**src/sv/wtam_pkg.sv**
```systemverilog
// shared constants, types and helper function for the weekly alarm matcher
`timescale 1ns / 1ps

package wtam_pkg;

  localparam int unsigned MaxTimes     = 8;
  localparam int unsigned SlotCapacity = 8;
  localparam int unsigned SlotsPerWord = 4;
  localparam int unsigned SlotWidth    = 16;

  // day number = epoch / 86400 = (epoch >> 7) / 675
  localparam int unsigned SecondsPerDay = 24 * 3600;
  localparam int unsigned DayShift      = 7;
  localparam int unsigned DayOddFactor  = SecondsPerDay / (1 << DayShift);
  localparam int unsigned DivInWidth    = 32 - DayShift;
  localparam int unsigned DivRecipShift = 35;
  localparam int unsigned DivRecipWidth = 26;
  localparam logic [DivRecipWidth-1:0] DivRecip = 26'd50903317;
  localparam int unsigned DivProdWidth  = DivInWidth + DivRecipWidth;

  localparam int unsigned WeekdayShift = 5;

  localparam int unsigned CfgAddrWidth = 6;
  localparam int unsigned CfgDataWidth = 64;
  localparam int unsigned CfgIdxLsb    = 3;
  localparam int unsigned CfgIdxWidth  = CfgAddrWidth - CfgIdxLsb;

  localparam int unsigned InDataWidth  = 56;
  localparam int unsigned OutDataWidth = 8;

  typedef enum logic [CfgIdxWidth-1:0] {
    REG_ENABLE    = 3'd0,
    REG_DAY_MODE  = 3'd1,
    REG_DAY_MASK  = 3'd2,
    REG_TIME_CNT  = 3'd3,
    REG_SLOTS_LO  = 3'd4,
    REG_SLOTS_HI  = 3'd5
  } cfg_reg_e;

  typedef enum logic [1:0] {
    DAY_MASK      = 2'd0,
    DAY_ODD       = 2'd1,
    DAY_EVEN      = 2'd2,
    DAY_ALTERNATE = 2'd3
  } day_mode_e;

  typedef struct packed {
    logic [2:0] weekday;
    logic [4:0] hour_of_day;
    logic [5:0] minute_of_hour;
    logic [5:0] second_of_minute;
    logic       sample_valid;
    logic [31:0] epoch_seconds;
  } sample_t;

  // (weekday + 5) mod 7, monday = 0
  function automatic logic [2:0] remap_weekday(input logic [2:0] wday);
    logic [2:0] dow;
    case (wday)
      3'd0:    dow = 3'd5;
      3'd1:    dow = 3'd6;
      3'd2:    dow = 3'd0;
      3'd3:    dow = 3'd1;
      3'd4:    dow = 3'd2;
      3'd5:    dow = 3'd3;
      3'd6:    dow = 3'd4;
      3'd7:    dow = 3'd5;
      default: dow = 3'd0;
    endcase
    return dow;
  endfunction

endpackage

```
**src/sv/weekly_time_alarm_match.sv**
```systemverilog
// top level of the weekly alarm matcher: apb registers, sample register, match and result register
// an accepted sample passes the sample register, then the match logic into the result register
// throughput: one sample per cycle unless stalled; set by the two-register pipeline that stalls as a whole
// the day parity comes from one 25 x 26 bit reciprocal multiply in the match stage
// reset (rst_ni low, asynchronous): all but the sample register cleared, previous second set to 1, pipeline empty
`timescale 1ns / 1ps

module weekly_time_alarm_match #(
  parameter int unsigned MAX_TIMES = wtam_pkg::MaxTimes
) (
  input  logic                               clk_i,
  input  logic                               rst_ni,
  // sample stream
  input  logic                               s_axis_tvalid,
  output logic                               s_axis_tready,
  // second[5:0] minute[11:6] hour[16:12] weekday[19:17] epoch[51:20] zeros[55:52]
  input  logic [wtam_pkg::InDataWidth-1:0]   s_axis_tdata,
  // sample_valid[0]
  input  logic                               s_axis_tuser,
  // result stream
  output logic                               m_axis_tvalid,
  input  logic                               m_axis_tready,
  // fire[0] zeros[7:1]
  output logic [wtam_pkg::OutDataWidth-1:0]  m_axis_tdata,
  // configuration
  input  logic                               psel,
  input  logic                               penable,
  input  logic                               pwrite,
  input  logic [wtam_pkg::CfgAddrWidth-1:0]  paddr,
  input  logic [wtam_pkg::CfgDataWidth-1:0]  pwdata,
  output logic [wtam_pkg::CfgDataWidth-1:0]  prdata,
  output logic                               pready
);

  import wtam_pkg::*;

  logic                          enable_q;
  logic [1:0]                    day_mode_q;
  logic [6:0]                    day_mask_q;
  logic [3:0]                    time_count_q;
  logic [CfgDataWidth-1:0]       slots_lo_q;
  logic [CfgDataWidth-1:0]       slots_hi_q;

  logic                          cfg_we;
  cfg_reg_e                      cfg_idx;

  logic                          stage_en;
  logic                          in_valid_q;
  sample_t                       in_q;
  logic [5:0]                    prev_sec_q;
  logic                          out_valid_q;
  logic                          fire_q;

  logic                          fire_d;
  logic                          boundary;
  logic [2:0]                    dow;
  logic                          day_odd;
  logic                          day_ok;
  logic                          time_ok;
  logic [MAX_TIMES-1:0]          slot_hit;
  logic [DivProdWidth-1:0]       div_prod;
  logic [2*CfgDataWidth-1:0]     slots_all;

  // apb port
  assign pready  = 1'b1;
  assign cfg_we  = psel & penable & pwrite;
  assign cfg_idx = cfg_reg_e'(paddr[CfgAddrWidth-1:CfgIdxLsb]);

  always_comb begin
    case (cfg_idx)
      REG_ENABLE:   prdata = CfgDataWidth'(enable_q);
      REG_DAY_MODE: prdata = CfgDataWidth'(day_mode_q);
      REG_DAY_MASK: prdata = CfgDataWidth'(day_mask_q);
      REG_TIME_CNT: prdata = CfgDataWidth'(time_count_q);
      REG_SLOTS_LO: prdata = slots_lo_q;
      REG_SLOTS_HI: prdata = slots_hi_q;
      default:      prdata = '0;
    endcase
  end

  always_ff @(posedge clk_i or negedge rst_ni) begin
    if (!rst_ni) begin
      enable_q     <= 1'b0;
      day_mode_q   <= 2'd0;
      day_mask_q   <= 7'd0;
      time_count_q <= 4'd0;
      slots_lo_q   <= '0;
      slots_hi_q   <= '0;
    end else if (cfg_we) begin
      case (cfg_idx)
        REG_ENABLE:   enable_q     <= pwdata[0];
        REG_DAY_MODE: day_mode_q   <= pwdata[1:0];
        REG_DAY_MASK: day_mask_q   <= pwdata[6:0];
        REG_TIME_CNT: time_count_q <= pwdata[3:0];
        REG_SLOTS_LO: slots_lo_q   <= pwdata;
        REG_SLOTS_HI: slots_hi_q   <= pwdata;
        default:      ;
      endcase
    end
  end

  // pipeline moves as a whole unless the result is stalled
  assign stage_en      = ~out_valid_q | m_axis_tready;
  assign s_axis_tready = stage_en;

  always_ff @(posedge clk_i or negedge rst_ni) begin
    if (!rst_ni) begin
      in_valid_q <= 1'b0;
    end else if (stage_en) begin
      in_valid_q <= s_axis_tvalid;
    end
  end

  always_ff @(posedge clk_i) begin
    if (stage_en && s_axis_tvalid) begin
      in_q.second_of_minute <= s_axis_tdata[5:0];
      in_q.minute_of_hour   <= s_axis_tdata[11:6];
      in_q.hour_of_day      <= s_axis_tdata[16:12];
      in_q.weekday          <= s_axis_tdata[19:17];
      in_q.epoch_seconds    <= s_axis_tdata[51:20];
      in_q.sample_valid     <= s_axis_tuser;
    end
  end

  // match logic
  assign boundary = in_q.sample_valid & (prev_sec_q > in_q.second_of_minute);
  assign dow      = remap_weekday(in_q.weekday);
  assign div_prod = DivProdWidth'(in_q.epoch_seconds[31:DayShift])
                  * DivProdWidth'(DivRecip);
  assign day_odd  = div_prod[DivRecipShift];

  always_comb begin
    case (day_mode_e'(day_mode_q))
      DAY_MASK:      day_ok = day_mask_q[dow];
      DAY_ODD:       day_ok = dow[0];
      DAY_EVEN:      day_ok = ~dow[0];
      DAY_ALTERNATE: day_ok = ~day_odd;
      default:       day_ok = 1'b0;
    endcase
  end

  assign slots_all = {slots_hi_q, slots_lo_q};

  for (genvar i = 0; i < MAX_TIMES; i++) begin : g_slot
    assign slot_hit[i] = (time_count_q > 4'(i))
      & (slots_all[i*SlotWidth+8 +: 8] == {3'b000, in_q.hour_of_day})
      & (slots_all[i*SlotWidth   +: 8] == {2'b00, in_q.minute_of_hour});
  end

  assign time_ok = |slot_hit;
  assign fire_d  = boundary & enable_q & day_ok & time_ok;

  always_ff @(posedge clk_i or negedge rst_ni) begin
    if (!rst_ni) begin
      prev_sec_q  <= 6'd1;
      out_valid_q <= 1'b0;
      fire_q      <= 1'b0;
    end else if (stage_en) begin
      out_valid_q <= in_valid_q;
      if (in_valid_q) begin
        fire_q <= fire_d;
        if (in_q.sample_valid) begin
          prev_sec_q <= in_q.second_of_minute;
        end
      end
    end
  end

  assign m_axis_tvalid = out_valid_q;
  assign m_axis_tdata  = OutDataWidth'(fire_q);

endmodule

```
**config.mk**
```make
export PLATFORM = sky130hd
export DESIGN_NAME = weekly_time_alarm_match
export DESIGN_NICKNAME = d
export VERILOG_FILES = /design/src/sv/wtam_pkg.sv /design/src/sv/weekly_time_alarm_match.sv
export SDC_FILE = /design/constraint.sdc
export NUM_CORES = 1
export LEC_CHECK = 0
export ABC_AREA = 1
export BUFFER_PORTS_ARGS = -buffer_cell sky130_fd_sc_hd__buf_4
export CORE_ASPECT_RATIO = 1.4
export CORE_UTILIZATION = 65
export CTS_CLUSTER_SIZE = 24
export DETAILED_ROUTE_END_ITERATION = 12
export PLACE_DENSITY_LB_ADDON = 0.3
export SYNTH_ARGS = -nofsm -noshare
export SYNTH_HDL_FRONTEND = slang
export SYNTH_SLANG_ARGS = --single-unit
```
**constraint.sdc**
```tcl
create_clock -name clk_i -period 11 [get_ports clk_i]
set_clock_uncertainty 0.15 [all_clocks]
set_input_delay 1.1 -clock clk_i [delete_from_list [all_inputs] [get_ports clk_i]]
set_output_delay 1.1 -clock clk_i [all_outputs]
set_load 0.005 [all_outputs]
```
======== After elaboration in Yosys (flattened, before gate mapping) ========
Memories as Yosys holds them, arrays and structs flattened. A register that Yosys moved wholly into a read port is not among the register bits.
Cells that the tools add are included.
cells by class
  multipliers ............................. 1
  order comparisons ....................... 10
  equal/unequal tests ..................... 24
  mux-type cells .......................... 5
  bitwise operators ....................... 26
  reduce and logical (&&, ||, !) cells .... 12
operators with widths
  cell                                                                             count
  64-bit case mux with 6 select lines                                              1
  8-bit by 5-bit equality test with 1-bit output                                   8
  8-bit by 6-bit equality test with 1-bit output                                   8
  25-bit by 26-bit multiplier with 36-bit output, second input constant            1
  1-bit AND                                                                        22
  4-bit by 3-bit greater-than comparator with 1-bit output, second input constant  4
  2-bit AND reduction                                                              7
  4-bit by 1-bit greater-than comparator with 1-bit output, second input constant  2
  4-bit by 2-bit greater-than comparator with 1-bit output, second input constant  2
  8-bit OR reduction                                                               1
  3-bit by 2-bit equality test with 1-bit output, second input constant            2
  3-bit equality test, second input constant                                       2
  6-bit greater-than comparator                                                    1
  2-bit equality test, second input constant                                       2
  3-bit by 4-bit less-than comparator with 1-bit output, second input constant     1
  1-bit case mux with 4 select lines                                               1
  1-bit binary-select mux with 3-bit select                                        1
  3-bit by 1-bit equality test with 1-bit output, second input constant            1
  3-bit logical NOT                                                                1
  3-bit 2-to-1 mux                                                                 1
  1-bit inverter                                                                   3
  3-bit AND reduction                                                              1
  2-bit by 1-bit equality test with 1-bit output, second input constant            1
  2-bit logical NOT                                                                1
  other kinds (3)                                                                  3
word-level totals
  flip-flop bits (word level) ............. 204
  memory bits (read-only) ................. 24
  input bits .............................. 134
  output and inout port bits .............. 75
  memories ................................ 1
memory list
  memory            words  bits a word  read ports  clocked after Yosys merged registers in  write ports  RTL line        text
  (name not given)  8      3            1           1                                        0            wtam_pkg.sv:59  case (wday)

======== Longest topological paths before layout ========
Gate-level depths: netlist of the first run.
  depth in word-level cells ............... 5
  mapped depth ............................ 31
  depth with buffers taken out ............ 31

======== Worst setup path before layout of the first run ========
No wires, ideal clock.
  path kind ............................... reg2reg
  start ................................... register in_q[26] (netlist name)
  end ..................................... register fire_q
  arrival ................................. 5115 ps
  slack ................................... 5614 ps
  stages on the path, launching flop included .. 25
  path buffers ............................ 0
  cell sequence ........................... edfxtp_1 fa_1 ha_1 inv_1 fa_1 inv_1 fa_1 inv_1 fa_1 fa_1 inv_1 fa_1 ha_1 nand2_1 inv_1 nor2_1 o21ai_0 a21oi_1 nand2_1 a21oi_1 nand3_1 nand3_1 nand2_1 nand2_1 nand2_1
between the ends
  longest elaborated chain between the ends .. 5
ends and longest elaborated chain
  item                                            RTL line                        text
  start, declared                                 weekly_time_alarm_match.sv:49   sample_t in_q;
  25-bit by 26-bit multiplier with 36-bit output  weekly_time_alarm_match.sv:129  * DivProdWidth'(DivRecip);
  1-bit inverter                                  weekly_time_alarm_match.sv:137  DAY_ALTERNATE: day_ok = ~day_odd;
  1-bit case mux with 4 select lines              weekly_time_alarm_match.sv:133  case (day_mode_e'(day_mode_q))
  1-bit AND (2 in a row)                          weekly_time_alarm_match.sv:151  assign fire_d = boundary & enable_q & day_ok & time_ok;
  end signal, assigned                            weekly_time_alarm_match.sv:161  fire_q <= fire_d;
  end, declared                                   weekly_time_alarm_match.sv:52   logic fire_q;
No other way between the ends.
A chain may end at the register's enable or synchronous reset.

======== Worst setup path after layout of the first run ========
  start ................................... register in_q[12] (netlist name)
  end ..................................... register fire_q
The elaborated chain is that of the path after synthesis.

==> flow_summary.yaml, run 1 <==
status:
  outcome: "completed"
yosys:
  yosysMostFrequentCell: "inv_1"
  synthDistinctLibCells: 47
  synth-main-ff-cell: "dfrtp_1"
  synth_edf_count: 46
  synthArstFlopShare_pct: 75.5
  synth_top_area_share_pct: 22.3
  netlist_area_um2: 16800
  synthTopCellsByArea: "dfrtp_1, fa_1, ha_1"
  avgSynthCellArea_um2: 9.04
  synthCells: 1861
  yosysTopAreaCell: "dfrtp_1"
  seq_area_frac_synth_pct: 31.0
  ys_warn_count: 0
  synth_common_cells: "inv_1, nand2_1, ha_1"
  ys_ff_latch: 200
setup_path:
  startpoint: "in_q[12]"
  cp-start-kind: "register"
  r2r-end: "fire_q"
  worst_setup_path_end_kind: "register"
  worstPathRequired_ps: 11190
  crit_fanout: 10
  reg2reg_depth: 26
  reg2reg_setup_slack_ps: 4860
  cp-endpoint: "fire_q"
  crit_type: "register to register"
  worstPathArrival_ps: 6340
  reg2reg_from: "in_q[12]"
die:
  die_h_um: 192
  die_area_um2: 26500
  ioPinCount: 209
  core-area_um2: 25400
  start_util_pct: 66.3
  row_count: 69
  die_w_um: 138
timing:
  final.setup.tns_ps: 0
  period_needed_ps: 6140
  worstMarginPinSlew_ps: 1160
  rsz0062_at_grt: "false"
  setup_violations: 0
  slew_headroom_pct: 23.0
  fmax_mhz: 163
  hold_violations: 0
  finalCritPeriodShare_pct: 55.8
  finalMaxSlewViolations: 0
pwr:
  power_frac_clock_pct: 15.8
  p_int_mw: 2.44
  power_leakage_nw: 9.92
  power.density_nw_per_um2: 234
  total_power_mw: 4.44
  sw_frac_of_total_pct: 45.0
  max-vdd-ir-drop_v: 0.000304
  p_sw_mw: 2.00
  pwr-share-comb_pct: 61.0
  p_seq_share_pct: 23.2
min_path:
  hold_path_depth: 2
  hp-class: "register to register"
routing:
  dr.first_iter.drc_count: 997
  dr.pass1.iters: 6
  met1_length_um: 14800
  maxUsedRoutingLayer: "met4"
  drc: 0
  wl_met2_um: 23200
  wl_met3_um: 2770
  post_drt_wl_per_cell_um: 18.9
  num_vias: 13492
  avgViaCountPerCell: 5.75
  finalWirelength_um: 44200
  postRouteAntennaNets: 0
clock_network:
  cts_tree: "yes"
  cts_sinks: 200
  cts.reportedPaths.clkPinSlew_ps: 70
  clkLatencyLatePin_ps: 450
  post_cts_resized: 0
  htreeDepth: 4
  hold_buffers: 0
  cts-root-buf: "clkbuf_16"
  cts_setup_buffers: 0
  cts_buffers: 17
  cts_buffer_depth: 2
placement:
  io_buffers: 186
  place_hpwl_um: 33900
  gp_congestion: 0.967
  dp.cells: 2314
cells_and_area:
  syn2layout_area_growth_pct: 12.7
  fin_nets: 2509
  seq_area_um2: 5220
  antennaDiodeCount: 0
  drive_gt1_share_pct: 12.4
  multi_input_area_um2: 9440
  final_cells: 2346
  fill_cells: 1815
global_routing:
  grt_pass1_wl_um: 70900
  grt_max_degree: 125
  grt_pass1_vias: 14326
  grt.total_usage_pct: 35.8
  overflow: 0
  antenna_found_initial: 0
flow_run:
  timing.max_cap.violations: 0
==> stage by stage <==
stage | setup slack, ps | util [%] | hold WS [ps] | area, um^2
finish | 4860 | 74.7 | 350 | 19000
global route | 4540 | 74.7 | 370 | 19000
CTS | 4890 | 74.7 | 353 | 19000
detailed placement | 4880 | 72.2 | 332 | 18300
global placement | 5000 | 72.2 | 321 | 18300
floorplan | 5610 | - | 304 | 16800
==> registers in the layout, indices dropped and copies added, names as in the netlist <==
name and cells:
day_mask_q 7, day_mode_q 2, dow 3, enable_q 1, fire_q 1, in_q 46, in_valid_q 1, m_axis_tvalid 1
prev_sec_q 6, slots_hi_q 64, slots_lo_q 64, time_count_q 4
==> routing by layer <==
| layer | GRT usage (%) | up-vias |
|---|---|---|
| met1 | 38.3 | 6509 |
| met4 | 25.4 | 0 |
| met5 | 0 | - |
| met2 | 63.2 | 639 |
| met3 | 5.86 | 206 |
| li1 | - | 6138 |
==> cells in the final DEF (no fill, tap or decap), types with 2 or more instances in the layout <==
cell type	instances
a21o_1	2
a21oi_1	25
a221o_1	2
a31oi_1	2
buf_4	190
bufinv_16	5
clkbuf_16	17
clkinv_2	2
conb_1	8
dfrtp_1	150
dfxtp_1	3
edfxtp_1	46
fa_1	152
ha_1	209
inv_1	472
inv_2	13
inv_6	2
inv_8	2
mux2_2	4
nand2_1	266
nand2_2	2
nand3_1	20
nand3_2	2
nand4_1	9
nor2_1	79
nor2_4	3
nor3_1	15
o2111ai_1	2
o211ai_1	7
o21ai_0	135
o21ai_1	18
o221ai_1	4
o22ai_1	114
xnor2_1	21
xor2_1	5
==> layout make-up <==
type / instances / area share [%]
clock buffers: 18 / 2.26
inverters: 485 / 9.60
multi-input cells: 1119 / 49.8
clock inverters: 14 / 1.16
well taps: 319 / 2.10
flip-flops and latches: 200 / 27.5
repair buffers: 191 / 7.58
==> cells by family (layout without fill, tap and decap cells) <==
| logic type | Yosys count | count (layout) | share of synthesized area [%] |
|---|---|---|---|
| DFF | 200 | 200 | 31.0 |
| AOI/OAI and AO/OA | 317 | 317 | 10.7 |
| buffers and inverters | 548 | 708 | 13.1 |
| and+or+nand+nor | 402 | 402 | 9.78 |
| muxes | 5 | 5 | 0.327 |
| adders and majority gates | 361 | 361 | 33.6 |
| xor gates and xnor gates | 26 | 26 | 1.35 |
| other | 2 | 8 | 0.0446 |
==> critical path, stage by stage, from the launching register on <==
cell and delay [ps]:
edfxtp_1 750, inv_1 270, ha_1 420, inv_1 90, fa_1 480, ha_1 290
inv_1 50, fa_1 500, inv_1 50, fa_1 470, fa_1 550, inv_1 60
fa_1 530, inv_1 50, ha_1 310, nand2_1 90, nor2_1 50, inv_1 60
a21oi_1 40, nor2_1 80, nand2_1 90, a21oi_1 200, nand3_1 100, nand3_1 100
nand2_1 50, nand2_1 80, nand2_1 60
==> power groups by stage <==
stage                     sequential, mW  clock (mW)  combinational (mW)
after floorplan                    0.988           0                1.96
after global placement              1.03           0                2.52
after detailed placement            1.03           0                2.70
after CTS                           1.02       0.702                2.73
after global routing                1.04       0.729                3.16
final                               1.03       0.701                2.71
==> how the worst min path moves through the flow <==
stage,startpoint,end
3_5_place_dp,in_valid_q,m_axis_tvalid
2_1_floorplan,in_valid_q,m_axis_tvalid
3_3_place_gp,in_valid_q,m_axis_tvalid
6_report,prev_sec_q[5],prev_sec_q[5]
5_1_grt,prev_sec_q[5],prev_sec_q[5]
4_1_cts,prev_sec_q[5],prev_sec_q[5]
(Power assumes the default switching activity.)
==> run 2, diff against run 1 <==
Settings changed: CORE_UTILIZATION 65 to 60.
Clock period 11 ns to 6.2 ns, I/O delays scaled along.
==> run 2 against run 1 <==
Against the previous run:
- first-iteration DRC count is 4.6% lower
- global-route usage fell by 2.5 points
- critical endpoint unchanged
- setup slack lost 4500 ps
- critical path depth decreased by 2
==> flow_summary.yaml, run 2 (synthesis results as in run 1) <==
setup_path:
  max_stage_delay_ps: 570
  cp-start-kind: "register"
  path_buf_inv: 5
  worstPathRequired_ps: 6390
  cp_cell_sequence: "fa_1 > ha_1 > inv_1 > fa_1 > inv_1 > fa_1 > inv_1 > fa_1 > fa_1 > inv_1 > fa_1 > ha_1 > nand2_1 > inv_1 > nor2_1 > o21ai_0 > a21oi_1 > nand2_1 > a21oi_1 > nand3_1 > nand3_1 > nand2_1 > nand2_1 > nand2_1"
  crit_type: "register to register"
  critPathTopFamily: "adder cells"
  worst_setup_path_end_kind: "register"
  crit_fanout: 6
  worstPathArrival_ps: 6020
  cp_slowest_cell: "fa_1"
  worst_path_most_repeated_cell: "fa_1"
routing:
  finalWirelength_um: 44700
  postRouteAntennaNets: 0
  met1_length_um: 15200
  wl_met3_um: 2490
  dr.first_iter.drc_count: 951
  dr.pass1.iters: 5
  avgViaCountPerCell: 5.60
  maxUsedRoutingLayer: "met4"
  num_vias: 13507
  wl_met2_um: 23400
  drc: 0
  post_drt_wl_per_cell_um: 18.5
placement:
  gp_congestion: 0.973
  dp.cells: 2380
  pre_cts_slack_ps: 331
  place_hpwl_um: 35100
  placed_cell_area_um2: 18500
  io_buffers: 186
min_path:
  hp-class: "primary input to asynchronous set/reset pin"
global_routing:
  grt.total_usage_pct: 33.3
  grt_pass1_wl_um: 71900
  grt_max_degree: 83
  grt_pass1_vias: 14353
  antenna_found_initial: 0
  overflow: 0
timing:
  worstMarginPinSlew_ps: 1280
  fmax_mhz: 172
  hold_violations: 0
  slew_headroom_pct: 14.6
  period_needed_ps: 5830
  rsz0062_at_grt: "false"
  worst_slack_ps: 369
  setup_violations: 0
  finalMaxSlewViolations: 0
  final.setup.tns_ps: 0
  finalCritPeriodShare_pct: 94.0
cells_and_area:
  fin_nets: 2524
  layout_commonest_cell: "inv_1"
  final_area_um2: 19100
  final_cells: 2412
  post-route-util_pct: 69.4
  drive_gt1_share_pct: 13.2
  antennaDiodeCount: 0
  fill_cells: 2164
  largestRegisters: "slots_hi_q x64, slots_lo_q x64, in_q x46"
  syn2layout_area_growth_pct: 13.7
  mostFrequentLayoutCells: "inv_1, nand2_1, ha_1"
die:
  ioPinCount: 209
  die_w_um: 144
  row_count: 72
  die_area_um2: 28700
  start_util_pct: 61.0
  core-area_um2: 27600
  die_h_um: 200
clock_network:
  cts_setup_buffers: 0
  post_cts_resized: 0
  cts.reportedPaths.clkPinSlew_ps: 80
  cts_buffers: 17
  cts_tree: "yes"
  hold_buffers: 0
  cts_buffer_depth: 2
  htreeDepth: 4
  clkLatencyLatePin_ps: 450
  cts-root-buf: "clkbuf_16"
  cts_sinks: 200
pwr:
  max-vdd-ir-drop_v: 0.000288
  power.density_nw_per_um2: 409
  power_leakage_nw: 9.99
status:
  outcome: "completed"
flow_run:
  timing.max_cap.violations: 0
run 2: area by class of cell:
class                      count  area, um^2  area share, %
clock buffer                  17         425           2.22
sequential                   200        5220           27.3
tap                          370         463           2.42
multi-input combinational   1119        9440           49.4
inverter                     485        1820           9.52
timing repair buffer         206        1550           8.11
clock inverter                15         205           1.07
run 2: path summary, 6_finish.rpt:
| check | from | end | slack (ps) | cells after the start |
|---|---|---|---|---|
| max | in_q[26] | fire_q | 370 | 24 |
| min | rst_ni | slots_lo_q[61] | 50 | 1 |
| max reg2reg | in_q[26] | fire_q | 370 | 24 |
| min reg2reg | prev_sec_q[5] | prev_sec_q[5] | 350 | 2 |
| max in group asynchronous | rst_ni | slots_lo_q[21] | 4450 | 2 |
| min in group clk_i | s_axis_tdata[40] | in_q[20] | 180 | 1 |
run 2: report_power, final:
group	total (mW)	switching (mW)	internal, mW	leakage, nW
Combinational	4.81	2.81	2.00	7.49
Clock	1.21	0.555	0.653	0.310
Sequential	1.81	0.200	1.61	2.19
run 2: per-layer routing:
| metal | vias to the layer above | GRT usage [%] |
|---|---|---|
| met1 | 6563 | 35.4 |
| met4 | 0 | 24.4 |
| met3 | 204 | 5.67 |
| met2 | 568 | 58.3 |
| li1 | 6172 | - |
| met5 | - | 0 |
run 2: per-stage QoR:
stage	power (mW)	hold WS, ps
2_1_floorplan	5.23	174
3_3_place_gp	6.38	321
3_5_place_dp	6.65	327
4_1_cts	7.88	81.5
5_1_grt	8.74	114
6_report	7.82	47.6
